$ cat src/sv/rpd_pkg.sv
`default_nettype none
package rpd_pkg;

  localparam int DATA_W = 32;
  localparam int TOP_W  = 11;
  localparam int HEAD_W = 17;
  localparam int DRAW_W = 16;

  // head count of all ones means no limit
  localparam logic [HEAD_W-1:0] HEAD_UNLIMITED = '1;
  localparam logic [DRAW_W-1:0] DRAW_SAT       = '1;

  typedef enum logic [1:0] {
    REG_BASE,
    REG_SPAN,
    REG_HEAD,
    REG_REPEAT
  } reg_idx_t;

  typedef enum logic [1:0] {
    ST_CLEAR,
    ST_IDLE,
    ST_DIV,
    ST_SLOT
  } state_t;

  typedef struct packed {
    logic clr_restart;
    logic clr_step;
    logic start;
    logic rd_slot;
    logic commit;
  } cmd_t;

  typedef struct packed {
    logic clr_last;
    logic active;
    logic div_busy;
    logic out_free;
  } stat_t;

  function automatic logic limit_hit(logic [HEAD_W-1:0] head, logic [DRAW_W-1:0] draws);
    logic hit;
    if (head == HEAD_UNLIMITED) begin
      hit = 1'b0;
    end else if (head[HEAD_W-1]) begin
      hit = 1'b1;
    end else begin
      hit = (draws >= head[DRAW_W-1:0]);
    end
    return hit;
  endfunction

endpackage
`default_nettype wire

$ cat src/sv/rpd_ctrl.sv
`default_nettype none
module rpd_ctrl (
  input  wire logic           clk,
  input  wire logic           rst_n,
  input  wire logic           cfg_wr,
  input  wire logic           in_valid,
  output logic                in_stall,
  input  wire rpd_pkg::stat_t stat,
  output rpd_pkg::cmd_t       cmd
);

  rpd_pkg::state_t state_r, state_nxt;

  always_ff @(posedge clk) begin
    if (!rst_n) begin
      state_r <= rpd_pkg::ST_CLEAR;
    end else begin
      state_r <= state_nxt;
    end
  end

  always_comb begin
    state_nxt = state_r;
    cmd       = '0;
    in_stall  = 1'b1;
    unique case (state_r)
      rpd_pkg::ST_CLEAR: begin
        cmd.clr_step = 1'b1;
        if (stat.clr_last) begin
          state_nxt = rpd_pkg::ST_IDLE;
        end
      end
      rpd_pkg::ST_IDLE: begin
        in_stall = 1'b0;
        // a beat taken after the sequence ended simply produces nothing
        if (in_valid && stat.active) begin
          cmd.start = 1'b1;
          state_nxt = rpd_pkg::ST_DIV;
        end
      end
      rpd_pkg::ST_DIV: begin
        if (!stat.div_busy) begin
          cmd.rd_slot = 1'b1;
          state_nxt   = rpd_pkg::ST_SLOT;
        end
      end
      rpd_pkg::ST_SLOT: begin
        if (stat.out_free) begin
          cmd.commit = 1'b1;
          state_nxt  = rpd_pkg::ST_IDLE;
        end
      end
      default: state_nxt = rpd_pkg::ST_CLEAR;
    endcase
    // register write restarts the sequence with a fresh clearing pass
    if (cfg_wr) begin
      cmd       = '0;
      cmd.clr_restart = 1'b1;
      in_stall  = 1'b1;
      state_nxt = rpd_pkg::ST_CLEAR;
    end
  end

endmodule
`default_nettype wire

$ cat config.mk
export PLATFORM = sky130hd
export DESIGN_NAME = rpd_ctrl
export DESIGN_NICKNAME = d
export VERILOG_FILES = /design/src/sv/rpd_pkg.sv /design/src/sv/rpd_ctrl.sv
export SDC_FILE = /design/constraint.sdc
export NUM_CORES = 1
export LEC_CHECK = 0
export BUFFER_PORTS_ARGS = -buffer_cell sky130_fd_sc_hd__buf_2
export CAP_MARGIN = 20
export CORE_AREA = 2 2 39 41
export CTS_BUF_LIST = sky130_fd_sc_hd__clkbuf_16
export DETAILED_ROUTE_END_ITERATION = 6
export DIE_AREA = 0 0 41 43
export PLACE_DENSITY = 0.52
export SKIP_CTS_REPAIR_TIMING = 1
export SLEW_MARGIN = 5
export SYNTH_ARGS = -nofsm -noshare
export SYNTH_HDL_FRONTEND = slang
export SYNTH_SLANG_ARGS = --single-unit
$ cat constraint.sdc
create_clock -name clk -period 1.78 [get_ports clk]
set_input_delay 0.267 -clock clk [delete_from_list [all_inputs] [get_ports clk]]
set_output_delay 0.267 -clock clk [all_outputs]
set_load 0.01 [all_outputs]
---- Word level (Yosys, flattened, before mapping) ----
Cells that the tools add are included.
storage, ports and cells
  flip-flop bits (word level) ............. 2
  input bits .............................. 8
  output and inout bits ................... 6
  logic and storage cells ................. 28
operators by class
  equal/unequal tests ..................... 7
  muxes and demuxes ....................... 15
  bitwise gates (word level) .............. 1
  reductions and logical operators ........ 4
operators by type and width
  kind                number
  $mux 1              9
  $mux 2              4
  $ne 2x2->1 const B  4
  $pmux 2 s4          1
  $mux 5              1
  $eq 2x2->1 const B  2
  $reduce_and 4->1    1
  $eq 2x1->1 const B  1
  $logic_not 2->1     1
  $reduce_or 2->1     1
  $logic_and 1x1->1   1
  $not 1->1           1

---- Longest topological paths before layout ----
Gate-level depths: netlist of run 1.
  word-level depth ........................ 4
  mapped depth ............................ 5
  gate-level depth less buffers ........... 5

---- Worst setup path before layout of run 1 ----
Ideal clock, no wire load.
  path type ............................... register to register
  from .................................... register state_r[0]
  to ...................................... register state_r[0]
  library setup time ...................... 0.072 ns
  arrival ................................. 1.269 ns
  required time ........................... 1.708 ns
  setup slack ............................. 0.440 ns
  stages on the path, launching flop included .. 6
  path buffers ............................ 0
  period minus slack after synthesis ...... 1.340 ns
  path through ............................ dfxtp_1 inv_1 ha_1 and2_1 a2111oi_4 mux2i_1
on the way
  cells in the longest elaborated chain, start to end .. 3
  elaborated cells on any way between the ends .. 10
  those cells by class .................... eq/ne: 7; mux: 1; reduce/logical: 2
ends and longest elaborated chain
  item                                      line            source
  start: declaration                        rpd_ctrl.sv:12  rpd_pkg::state_t state_r, state_nxt;
  start signal: assignment                  rpd_ctrl.sv:16  state_r <= rpd_pkg::ST_CLEAR;
  start signal: assignment                  rpd_ctrl.sv:18  state_r <= state_nxt;
  $eq 2x1->1, or another cell as far along  rpd_ctrl.sv:26  unique case (state_r)
  $ne 2x2->1 (no line)                      --
  $reduce_and 4->1 (no line)                --
Parallel ways exist; a longest one is shown, timed or not.
A chain may end at the register's enable or synchronous reset.

---- Final worst setup path of run 1 ----
Ends and elaborated chain as after synthesis.

==> reports/results.tsv, run 1 <==
stage	metric	value	unit
run_status	status	finished clean	
synthesis	library cells used by synthesis	13	
floorplanning	cell row count	14	
cells_and_area	Largest regs	state_r x2	
detailed_routing	average wire per standard cell	8.53	um
placed_design	Port Buffers	13	
floorplanning	chip height	43	um
critical_path	cell class contributing the biggest share of worst-path delay	flip-flops	
critical_path	chain of cells forming the critical path	inv_1, ha_1, and2_1, a2111oi_4, mux2i_1	
critical_path	category of the worst setup path launch point	flip-flop	
cells_and_area	leading cell types in the layout, fill and taps excluded	buf_2, nand2_1, ha_1, nor2b_1, clkbuf_16	
synthesis	sequential cell area fraction in the yosys report	16.8	%
clock_network	latest clock arrival within the worst-skew pair	0.22	ns
critical_path	crit path DAT	1.59	ns
cells_and_area	relative area change from synthesis to final layout	64.2	%
critical_path	Crit path required time	1.93	ns
sta	final setup vio count	0	
flow_run	max-cap check violation count	0	
synthesis	synthesis-stage register bit count	2	
global_routing	wire length of the first global-routing pass	683	um
clock_network	TritonCTS clock tree	yes	
power_and_ir_drop	clock group share of total power	78.0	%
detailed_routing	# DRC	0	
cells_and_area	final design utilization	28.2	%
cells_and_area	max FFs per register	2	
sta	Max Clock Freq	692	MHz
cells_and_area	register with the most flip-flops	state_r	
cells_and_area	fillers	154	
cells_and_area	number of antenna cells inserted	0	
critical_path	kind of end point of the critical path	flip-flop	
power_and_ir_drop	share of total power in combinational logic	10.5	%
cells_and_area	most common cell after layout, fill and taps aside	buf_2	
sta	number of endpoints with negative hold slack in the final report	0	
global_routing	GRT overflow	0	
sta	setup ws final	0.335	ns
sta	setup tns final	0	ns
floorplanning	Die Wd	41	um
clock_network	clock edge transition at the registers on the reported setup and hold paths	0.03	ns
critical_path	slowest cell on the critical path	dfxtp_1	
sta	transition time of the tightest slew-check pin	0.329	ns
floorplanning	number of top-level pins	14	
global_routing	routing layer with the top usage in global route	met2	
detailed_routing	via/cell ratio	3.74	
power_and_ir_drop	Power Internal	0.357	mW
synthesis	Synthesis Warnings	0	
synthesis	Synth Instances	27	
power_and_ir_drop	overall power of the completed layout	0.435	mW
sta	unrepaired setup endpoints after global routing	no	
detailed_routing	Antenna Nets Post-Route	0	
global_routing	global routing met1 resource utilization	4.15	%
global_routing	met3 usage	3.14	%
cells_and_area	fraction of layout cells with a size suffix above 1	42.9	%
detailed_routing	DRT Wirelength	495	um
clock_network	maximum buffer depth of the clock tree	2	
critical_path	Critical Path Fanout Max	4	
sta	Max-slew headroom	78.1	%
clock_network	buffer type at the clock tree root	clkbuf_16	
synthesis	mean cell area of the mapped netlist	8.80	sq um
clock_network	Num CTS Buffers	3	
cells_and_area	post-layout net count	56	
floorplanning	initial cell density of the core	17.2	%
detailed_routing	total via count in the routed design	217	
power_and_ir_drop	part of the total power dissipated in sequential elements	11.5	%
detailed_routing	number of iterations in the first detailed-routing pass	2	
sta	final worst-path cycle share	81.2	%
synthesis	total nets after synthesis	39	
power_and_ir_drop	switching pwr	0.0783	mW
critical_path	WS Path Type	flip-flop to flip-flop	
floorplanning	core area	1380	sq um
clock_network	count of clock tree sinks	2	
critical_path	critical path's largest stage delay	0.36	ns
placed_design	Worst Setup Slack post-DPL	0.322	ns
critical_path	worst path bufs/invs	1	
sta	Final Critical Period	1.44	ns
sta	setup skew after layout	0.00151	ns
power_and_ir_drop	worst voltage drop across the vdd grid	0.458	mV
sta	max-slew violation total from the final report	0	
global_routing	met2 track utilization from global routing	10.6	%
global_routing	via count of the first global-routing pass	193	
power_and_ir_drop	Leakage Power	0.182	nW
min_path	class of the worst hold path	primary input to flip-flop	
global_routing	largest net degree at the start of global routing	7	
floorplanning	full die area	1760	sq um
synthesis	synthesized area	238	sq um
global_routing	number of antenna violations at the first check in global routing	0	
power_and_ir_drop	switching share of power	18.0	%
detailed_routing	Iter 0 DRT Violations	3	
placed_design	gpl congestion	0.589	
power_and_ir_drop	power density over cell area	1120	nW/um^2
global_routing	Total Routing Usage GR	6.81	%
clock_network	H-tree levels	1	
path summary, 6_finish.rpt:
check	from	to	slack, ns	cells past startpoint
hold reg to reg	state_r[1]	state_r[1]	0.50	2
hold / removal	cfg_wr	state_r[1]	0.45	4
setup reg to reg	state_r[0]	state_r[0]	0.34	5
setup / recovery	state_r[0]	state_r[0]	0.34	5
area by class of cell:
cell class,count,area (sq um),share of cell area (%)
Multi-Input combinational cell,22,183,46.8
Clock buffer,3,75.1,19.2
Timing Repair Buffer,13,65.1,16.7
Sequential cell,2,40.0,10.3
Tap cell,16,20.0,5.13
Inverter,2,7.51,1.92
power groups by stage:
stage	clock (mW)	combinational, mW	sequential, mW
2_1_floorplan	0	0.0305	0.0500
3_3_place_gp	0	0.0464	0.0503
3_5_place_dp	0	0.0468	0.0505
4_1_cts	0.349	0.0468	0.0499
5_1_grt	0.350	0.0514	0.0503
6_report	0.340	0.0457	0.0499
synthesized netlist by cell type:
cell type	count	area share (%)
buf_4	1	3.2
and2_1	1	2.6
nor2_1	2	3.2
nor2b_1	3	7.9
inv_1	2	3.2
dfxtp_1	2	17
nor2b_4	1	5.8
mux2i_1	2	8.4
nand2_1	5	7.9
a2111oi_4	1	12
nor3b_1	1	3.2
ha_1	4	21
nand2b_1	2	5.3
stage by stage:
stage | hold slack, ns | instances | cell area [sq um]
floorplan | 0.468 | 27 | 238
global placement | 0.495 | 55 | 315
detailed placement | 0.501 | 55 | 315
CTS | 0.459 | 58 | 390
global route | 0.504 | 58 | 390
finish | 0.447 | 58 | 390
worst reg2reg max path, cell delays in order, from the launching register on:
cell and delay, ns:
dfxtp_1 0.36, inv_1 0.08, ha_1 0.21, and2_1 0.16
a2111oi_4 0.34, mux2i_1 0.23
logic make-up after synthesis:
| family | after synthesis | synth area share (%) |
|---|---|---|
| adders and majority gates | 4 | 21.1 |
| DFF | 2 | 16.8 |
| AOI/OAI and AO/OA | 1 | 11.6 |
| buffers and inverters | 3 | 6.32 |
| and+or+nand+nor | 15 | 35.8 |
| muxes | 2 | 8.42 |
per-layer routing:
layer	routed length (um)	up-vias
li1	-	115
met1	162	89
met2	263	11
met3	49	2
met4	20	0
met5	0	-
Note: power is estimated with default switching activity, not from simulation.
==> run 2, diff against run 1 <==
--- a/config.mk
+++ b/config.mk
@@ -11,7 +11,7 @@
 export CTS_BUF_LIST = sky130_fd_sc_hd__clkbuf_16
 export DETAILED_ROUTE_END_ITERATION = 6
 export DIE_AREA = 0 0 41 43
-export PLACE_DENSITY = 0.52
+export PLACE_DENSITY = 0.53
 export SKIP_CTS_REPAIR_TIMING = 1
 export SLEW_MARGIN = 5
 export SYNTH_ARGS = -nofsm -noshare
==> constraint.sdc (replaced) <==
create_clock -name clk -period 1.2 [get_ports clk]
set_input_delay 0.18 -clock clk [delete_from_list [all_inputs] [get_ports clk]]
set_output_delay 0.18 -clock clk [all_outputs]
set_load 0.01 [all_outputs]
==> run 2 against run 1 <==
The run now ends with setup timing left. Non-clock buffer count increased by 2. Global-route usage is 0.10 points higher. Clock-buffer cell count unchanged. Power is 53% higher. Worst hold slack worse by 0.074 ns. Sequential power up 53%. Cell area is 23% higher.
==> reports/results.tsv, run 2 (synthesis gave the netlist of run 1 again) <==
stage	metric	value	unit	change
run_status	status	complete, but fails checks		
run_status	violations in the final reports	setup timing		
cells_and_area	post-layout net count	58		+3.6%
clock_network	buffer type at the clock tree root	clkbuf_16		
min_path	critical hold path startpoint	cfg_wr		
sta	Max-slew headroom	79.0	%	+0.96 points
detailed_routing	number of iterations in the first detailed-routing pass	2		unchanged
power_and_ir_drop	switching share of power	17.6	%	-0.38 points
power_and_ir_drop	switching pwr	0.117	mW	+50%
clock_network	clock edge transition at the registers on the reported setup and hold paths	0.03	ns	about the same
placed_design	Port Buffers	13		unchanged
cells_and_area	relative area change from synthesis to final layout	102	%	
sta	unrepaired setup endpoints after global routing	yes		
floorplanning	initial cell density of the core	17.2	%	unchanged
global_routing	via count of the first global-routing pass	185		-4.1%
placed_design	DP Area	338	sq um	+7.1%
flow_run	max-cap check violation count	0		unchanged
critical_path	worst r2r src	state_r[1]		
critical_path	category of the worst setup path launch point	flip-flop		
sta	Max Clock Freq	727	MHz	
cells_and_area	fraction of layout cells with a size suffix above 1	72.7	%	+30 points
cells_and_area	leading cell types in the layout, fill and taps excluded	buf_2, nand2_1, clkbuf_16, buf_6		
global_routing	largest net degree at the start of global routing	7		unchanged
critical_path	WS Path Type	flip-flop to output port		
clock_network	TritonCTS clock tree	yes		
sta	Final Critical Period	1.38	ns	
global_routing	Total Routing Usage GR	6.91	%	+0.10 points
clock_network	maximum buffer depth of the clock tree	2		unchanged
power_and_ir_drop	share of total power in combinational logic	14.5	%	+4.0 points
detailed_routing	DRT Wirelength	520	um	+5.1%
cells_and_area	most common cell after layout, fill and taps aside	buf_2		
cells_and_area	max FFs per register	2		unchanged
detailed_routing	# DRC	0		unchanged
critical_path	number of cells traversed by the worst register-to-register path	4		-1
critical_path	Critical Path Fanout Max	4		unchanged
min_path	cell count of the worst hold path	4		unchanged
clock_network	latest clock arrival within the worst-skew pair	0.22	ns	about the same
floorplanning	chip height	43	um	unchanged
sta	final worst-path cycle share	115	%	
critical_path	library cell appearing most often on the critical path	buf_6		
power_and_ir_drop	power density over cell area	1390	nW/um^2	+25%
clock_network	H-tree levels	1		unchanged
detailed_routing	total via count in the routed design	228		+5.1%
detailed_routing	average wire per standard cell	8.67	um	+1.5%
global_routing	wire length of the first global-routing pass	717	um	+5.0%
sta	final setup vio count	6		+6
power_and_ir_drop	worst voltage drop across the vdd grid	1.30	mV	+180%
placed_design	Worst Setup Slack post-DPL	-0.143	ns	-0.465 ns
critical_path	slowest cell on the critical path	dfxtp_4		
sta	transition time of the tightest slew-check pin	0.315	ns	-0.0144 ns
power_and_ir_drop	clock group share of total power	74.0	%	-4.0 points
clock_network	count of clock tree sinks	2		unchanged
critical_path	kind of end point of the critical path	output port		
clock_network	Num CTS Buffers	3		unchanged
detailed_routing	Antenna Nets Post-Route	0		unchanged
cells_and_area	register with the most flip-flops	state_r		
sta	setup ws final	-0.176	ns	-0.511 ns
floorplanning	core area	1380	sq um	unchanged
min_path	hold endpoint	state_r[0]		
detailed_routing	via/cell ratio	3.80		+1.6%
critical_path	worst reg-to-reg setup slack	-0.13	ns	-0.47 ns
cells_and_area	final std cell area, no fill	479	sq um	+23%
power_and_ir_drop	Power Internal	0.549	mW	+54%
critical_path	Crit path required time	1.02	ns	-0.91 ns
floorplanning	cell row count	14		unchanged
power_and_ir_drop	Leakage Power	0.215	nW	+18%
critical_path	chain of cells forming the critical path	buf_6, ha_4, buf_6, nand2b_4, nor2_1, buf_2		
cells_and_area	number of antenna cells inserted	0		unchanged
critical_path	critical register-to-register path endpoint	state_r[1]		
global_routing	number of antenna violations at the first check in global routing	0		unchanged
power_and_ir_drop	part of the total power dissipated in sequential elements	11.5	%	about the same
power_and_ir_drop	overall power of the completed layout	0.667	mW	+53%
floorplanning	number of top-level pins	14		unchanged
cells_and_area	final design utilization	34.6	%	+6.4 points
sta	number of endpoints with negative hold slack in the final report	0		unchanged
placed_design	placed wire-length estimate	386	um	
cells_and_area	Largest regs	state_r x2		
placed_design	gpl congestion	0.635		+7.9%
min_path	class of the worst hold path	primary input to flip-flop		
floorplanning	full die area	1760	sq um	unchanged
sta	setup skew after layout	0.00256	ns	+0.00105 ns
floorplanning	Die Wd	41	um	unchanged
critical_path	critical path's largest stage delay	0.35	ns	about the same
detailed_routing	Iter 0 DRT Violations	3		unchanged
sta	max-slew violation total from the final report	0		unchanged
global_routing	GRT overflow	0		unchanged
critical_path	crit path DAT	1.20	ns	-0.39 ns
run 2: changes by cell type in the layout (fill, tap and decap cells not counted), moves of 2 or more:
cell     previous run  this run
ha_4                0         2
inv_1               2         0
dfxtp_1             2         0
ha_2                0         2
buf_6               0         3
ha_1                4         0
run 2: power by group through the flow:
| stage | registers (mW) | logic [mW] | clock network [mW] |
|---|---|---|---|
| final | 0.0765 | 0.0967 | 0.493 |
| after floorplan | 0.0756 | 0.0506 | 0 |
| after CTS | 0.0762 | 0.0777 | 0.505 |
| after global placement | 0.0770 | 0.0776 | 0 |
| after detailed placement | 0.0770 | 0.0777 | 0 |
| after global routing | 0.0774 | 0.107 | 0.511 |
run 2: metrics by stage:
stage | std cells | TNS (ns) | hold WS, ns
floorplan | 27 | -0.103 | 0.382
global placement | 56 | -0.224 | 0.485
detailed placement | 56 | -0.251 | 0.483
CTS | 59 | -0.723 | 0.367
global route | 60 | -1.02 | 0.415
finish | 60 | -0.602 | 0.373
run 2: worst max-delay path by stage:
stage / cells after the start / endpoint / start
after floorplan: 4 / state_r[0] / state_r[1]
after CTS: 6 / cmd[2] / state_r[1]
final: 6 / cmd[2] / state_r[0]
after detailed placement: 5 / state_r[1] / state_r[1]
after global routing: 6 / cmd[2] / state_r[0]
after global placement: 5 / state_r[1] / state_r[1]
run 2: final cells by class:
type	instances	area, sq um
Multi-Input combinational cell	22	235
Fill cell	149	905
Tap cell	16	20.0
Inverter	2	10.0
Sequential cell	2	45.0
Timing Repair Buffer	15	93.8
Clock buffer	3	75.1
run 2: routing by layer:
metal  global-route usage (%)  share of wire [%]  up-vias  routed length [um]
li1                         -                  -      121                   -
met1                     6.07                 37       97                 194
met2                     10.0                 50       10                 261
met3                     9.42                 12        0                  64
met4                        0                  0        0                   0
met5                        0                  0        -                   0
run 2: critical path: cells and delay by family, from the launching register on:
family	cells	cell delay, ns
buffers and inverters	3	0.37
flip-flops	1	0.35
adder cells (fa/ha/maj)	1	0.16
AND/OR/NAND/NOR	2	0.10
==> run 3, diff against run 2 <==
--- a/config.mk
+++ b/config.mk
@@ -11,7 +11,7 @@
 export CTS_BUF_LIST = sky130_fd_sc_hd__clkbuf_16
 export DETAILED_ROUTE_END_ITERATION = 6
 export DIE_AREA = 0 0 41 43
-export PLACE_DENSITY = 0.53
+export PLACE_DENSITY = 0.52
 export SKIP_CTS_REPAIR_TIMING = 1
 export SLEW_MARGIN = 5
 export SYNTH_ARGS = -nofsm -noshare
==> constraint.sdc (replaced) <==
create_clock -name clk -period 1.41 [get_ports clk]
set_input_delay 0.2115 -clock clk [delete_from_list [all_inputs] [get_ports clk]]
set_output_delay 0.2115 -clock clk [all_outputs]
set_load 0.01 [all_outputs]
==> run 3 against run 2 <==
Critical path depth fell by 1. Critical endpoint is now state_r[0]. Setup slack improved by 0.20 ns. Non-clock buffer count fell by 1. The flow now finishes without violations. Combinational power decreased by 30%. Cell area fell by 10%. Register-to-register slack better by 0.16 ns. Via count increased by 0.44%. Sequential cell count is the same. Sequential share of layout area grew 1.1 points. Utilization fell by 3.5 points.
==> reports/results.tsv, run 3 (synthesis gave the netlist of run 1 again) <==
stage	metric	value	unit	change
global_routing	via count of the first global-routing pass	207		+12%
critical_path	kind of end point of the critical path	flip-flop		
power_and_ir_drop	power density over cell area	1280	nW/um^2	-8.0%
cells_and_area	most common cell after layout, fill and taps aside	buf_2		
critical_path	worst reg-to-reg setup slack	0.03	ns	+0.16 ns
cells_and_area	leading cell types in the layout, fill and taps excluded	buf_2, nand2_1, nor2b_1, clkbuf_16		
detailed_routing	DRT Wirelength	554	um	+6.5%
sta	worst slack on hold paths	0.396	ns	+0.0224 ns
clock_network	clock edge transition at the registers on the reported setup and hold paths	0.03	ns	about the same
floorplanning	number of top-level pins	14		unchanged
placed_design	placed cell count	56		unchanged
cells_and_area	relative area change from synthesis to final layout	81.1	%	
floorplanning	full die area	1760	sq um	unchanged
critical_path	critical path's largest stage delay	0.38	ns	+0.03 ns
detailed_routing	total via count in the routed design	229		+0.44%
detailed_routing	average wire per standard cell	9.39	um	+8.3%
power_and_ir_drop	clock group share of total power	76.3	%	+2.3 points
critical_path	Critical Path Fanout Max	3		-1
clock_network	buffer type at the clock tree root	clkbuf_16		
sta	final worst-path cycle share	98.0	%	
cells_and_area	max FFs per register	2		unchanged
cells_and_area	fillers	148		-0.67%
clock_network	count of clock tree sinks	2		unchanged
detailed_routing	routed length on met3	38	um	-41%
clock_network	latest clock arrival within the worst-skew pair	0.22	ns	about the same
sta	number of endpoints with negative hold slack in the final report	0		unchanged
flow_run	max-cap check violation count	0		unchanged
power_and_ir_drop	share of total power in combinational logic	12.4	%	-2.1 points
floorplanning	Die Wd	41	um	unchanged
power_and_ir_drop	worst voltage drop across the vdd grid	0.697	mV	-46%
critical_path	slowest cell on the critical path	a2111oi_4		
power_and_ir_drop	switching pwr	0.0962	mW	-18%
global_routing	number of antenna violations at the first check in global routing	0		unchanged
floorplanning	chip height	43	um	unchanged
cells_and_area	footprint of the multi-input gates	210	sq um	-11%
sta	Final Critical Period	1.38	ns	
run_status	status	finished clean		
cells_and_area	fraction of layout cells with a size suffix above 1	60.5	%	-12 points
critical_path	crit path DAT	1.52	ns	+0.32 ns
power_and_ir_drop	Leakage Power	0.192	nW	-11%
cells_and_area	area taken by flip-flops and latches	45.0	sq um	unchanged
sta	setup skew after layout	0.000491	ns	-0.00207 ns
detailed_routing	Antenna Nets Post-Route	0		unchanged
floorplanning	cell row count	14		unchanged
placed_design	Port Buffers	13		unchanged
detailed_routing	# DRC	0		unchanged
cells_and_area	number of antenna cells inserted	0		unchanged
critical_path	chain of cells forming the critical path	inv_2, ha_4, and2_4, a2111oi_4, mux2i_1		
clock_network	Num CTS Buffers	3		unchanged
detailed_routing	via/cell ratio	3.88		+2.1%
sta	setup tns final	0	ns	+0.602 ns
placed_design	placed wire-length estimate	430	um	+11%
detailed_routing	detailed-routing wirelength on met1	199	um	+2.6%
critical_path	WS Path Type	flip-flop to flip-flop		
cells_and_area	post-layout net count	57		-1.7%
power_and_ir_drop	part of the total power dissipated in sequential elements	11.4	%	about the same
critical_path	Crit path required time	1.55	ns	+0.53 ns
clock_network	maximum buffer depth of the clock tree	2		unchanged
detailed_routing	Iter 0 DRT Violations	0		-3
floorplanning	initial cell density of the core	17.2	%	unchanged
clock_network	H-tree levels	1		unchanged
sta	Max Clock Freq	724	MHz	
sta	max-slew violation total from the final report	0		unchanged
detailed_routing	number of iterations in the first detailed-routing pass	1		-1
global_routing	GRT overflow	0		unchanged
sta	final setup vio count	0		-6
global_routing	wire length of the first global-routing pass	745	um	+3.9%
detailed_routing	total length of routed met2 wires	316	um	+21%
power_and_ir_drop	switching share of power	17.5	%	-0.16 points
critical_path	category of the worst setup path launch point	flip-flop		
sta	unrepaired setup endpoints after global routing	yes		
cells_and_area	register with the most flip-flops	state_r		
sta	transition time of the tightest slew-check pin	0.338	ns	+0.0228 ns
clock_network	TritonCTS clock tree	yes		
global_routing	Total Routing Usage GR	6.51	%	-0.40 points
global_routing	largest net degree at the start of global routing	7		unchanged
detailed_routing	highest metal layer used by the detailed router	met3		
sta	Max-slew headroom	77.5	%	-1.5 points
floorplanning	core area	1380	sq um	unchanged
placed_design	gpl congestion	0.575		-9.5%
cells_and_area	Largest regs	state_r x2		
min_path	class of the worst hold path	primary input to flip-flop		
cells_and_area	final standard cell count with taps included and fillers excluded	59		-1.7%
power_and_ir_drop	Power Internal	0.455	mW	-17%
==> run 3: power by group through the flow <==
stage               Clock, mW  Combinational [mW]  Sequential (mW)
CTS                     0.428              0.0630           0.0626
floorplan                   0              0.0385           0.0632
finish                  0.420              0.0681           0.0627
detailed placement          0              0.0629           0.0633
global placement            0              0.0622           0.0630
global route            0.430              0.0754           0.0631
==> run 3: final timing paths <==
kind / startpoint / end / cells after the start
min reg2reg: state_r[1] / state_r[1] / 2
min: cfg_wr / state_r[1] / 4
max reg2reg: state_r[0] / state_r[0] / 5
max: state_r[0] / state_r[0] / 5
==> run 3: final cells by class <==
type                            count  area share (%)
Clock buffer                        3            17.4
Sequential cell                     2            10.5
Multi-Input combinational cell     22            48.8
Inverter                            2            1.74
Timing Repair Buffer               14            16.9
Tap cell                           16            4.65
==> run 3: critical path, delay by kind of cell (launching register included) <==
kind                       cells  cell delay (ns)
adders and majority gates      1             0.15
buffers and inverters          1             0.06
AOI/OAI and AO/OA              1             0.38
muxes                          1             0.23
DFF                            1             0.34
and+or+nand+nor                1             0.13
==> run 3: stage by stage <==
step	utilization [%]	area, sq um	power (mW)	setup WS (ns)
final	31.1	430	0.551	0.0285
after global routing	31.1	430	0.568	-0.0461
after CTS	28.8	398	0.553	-0.0341
after detailed placement	23.3	323	0.126	-0.0283
after global placement	23.3	323	0.125	-0.00513
after floorplan	-	238	0.102	0.0697
==> run 3: per-layer routing <==
metal | global-route usage, % | vias to the layer above
met1 | 5.43 | 102
met4 | 4.00 | 0
li1 | - | 119
met2 | 11.3 | 8
met3 | 3.14 | 0
met5 | 0 | -
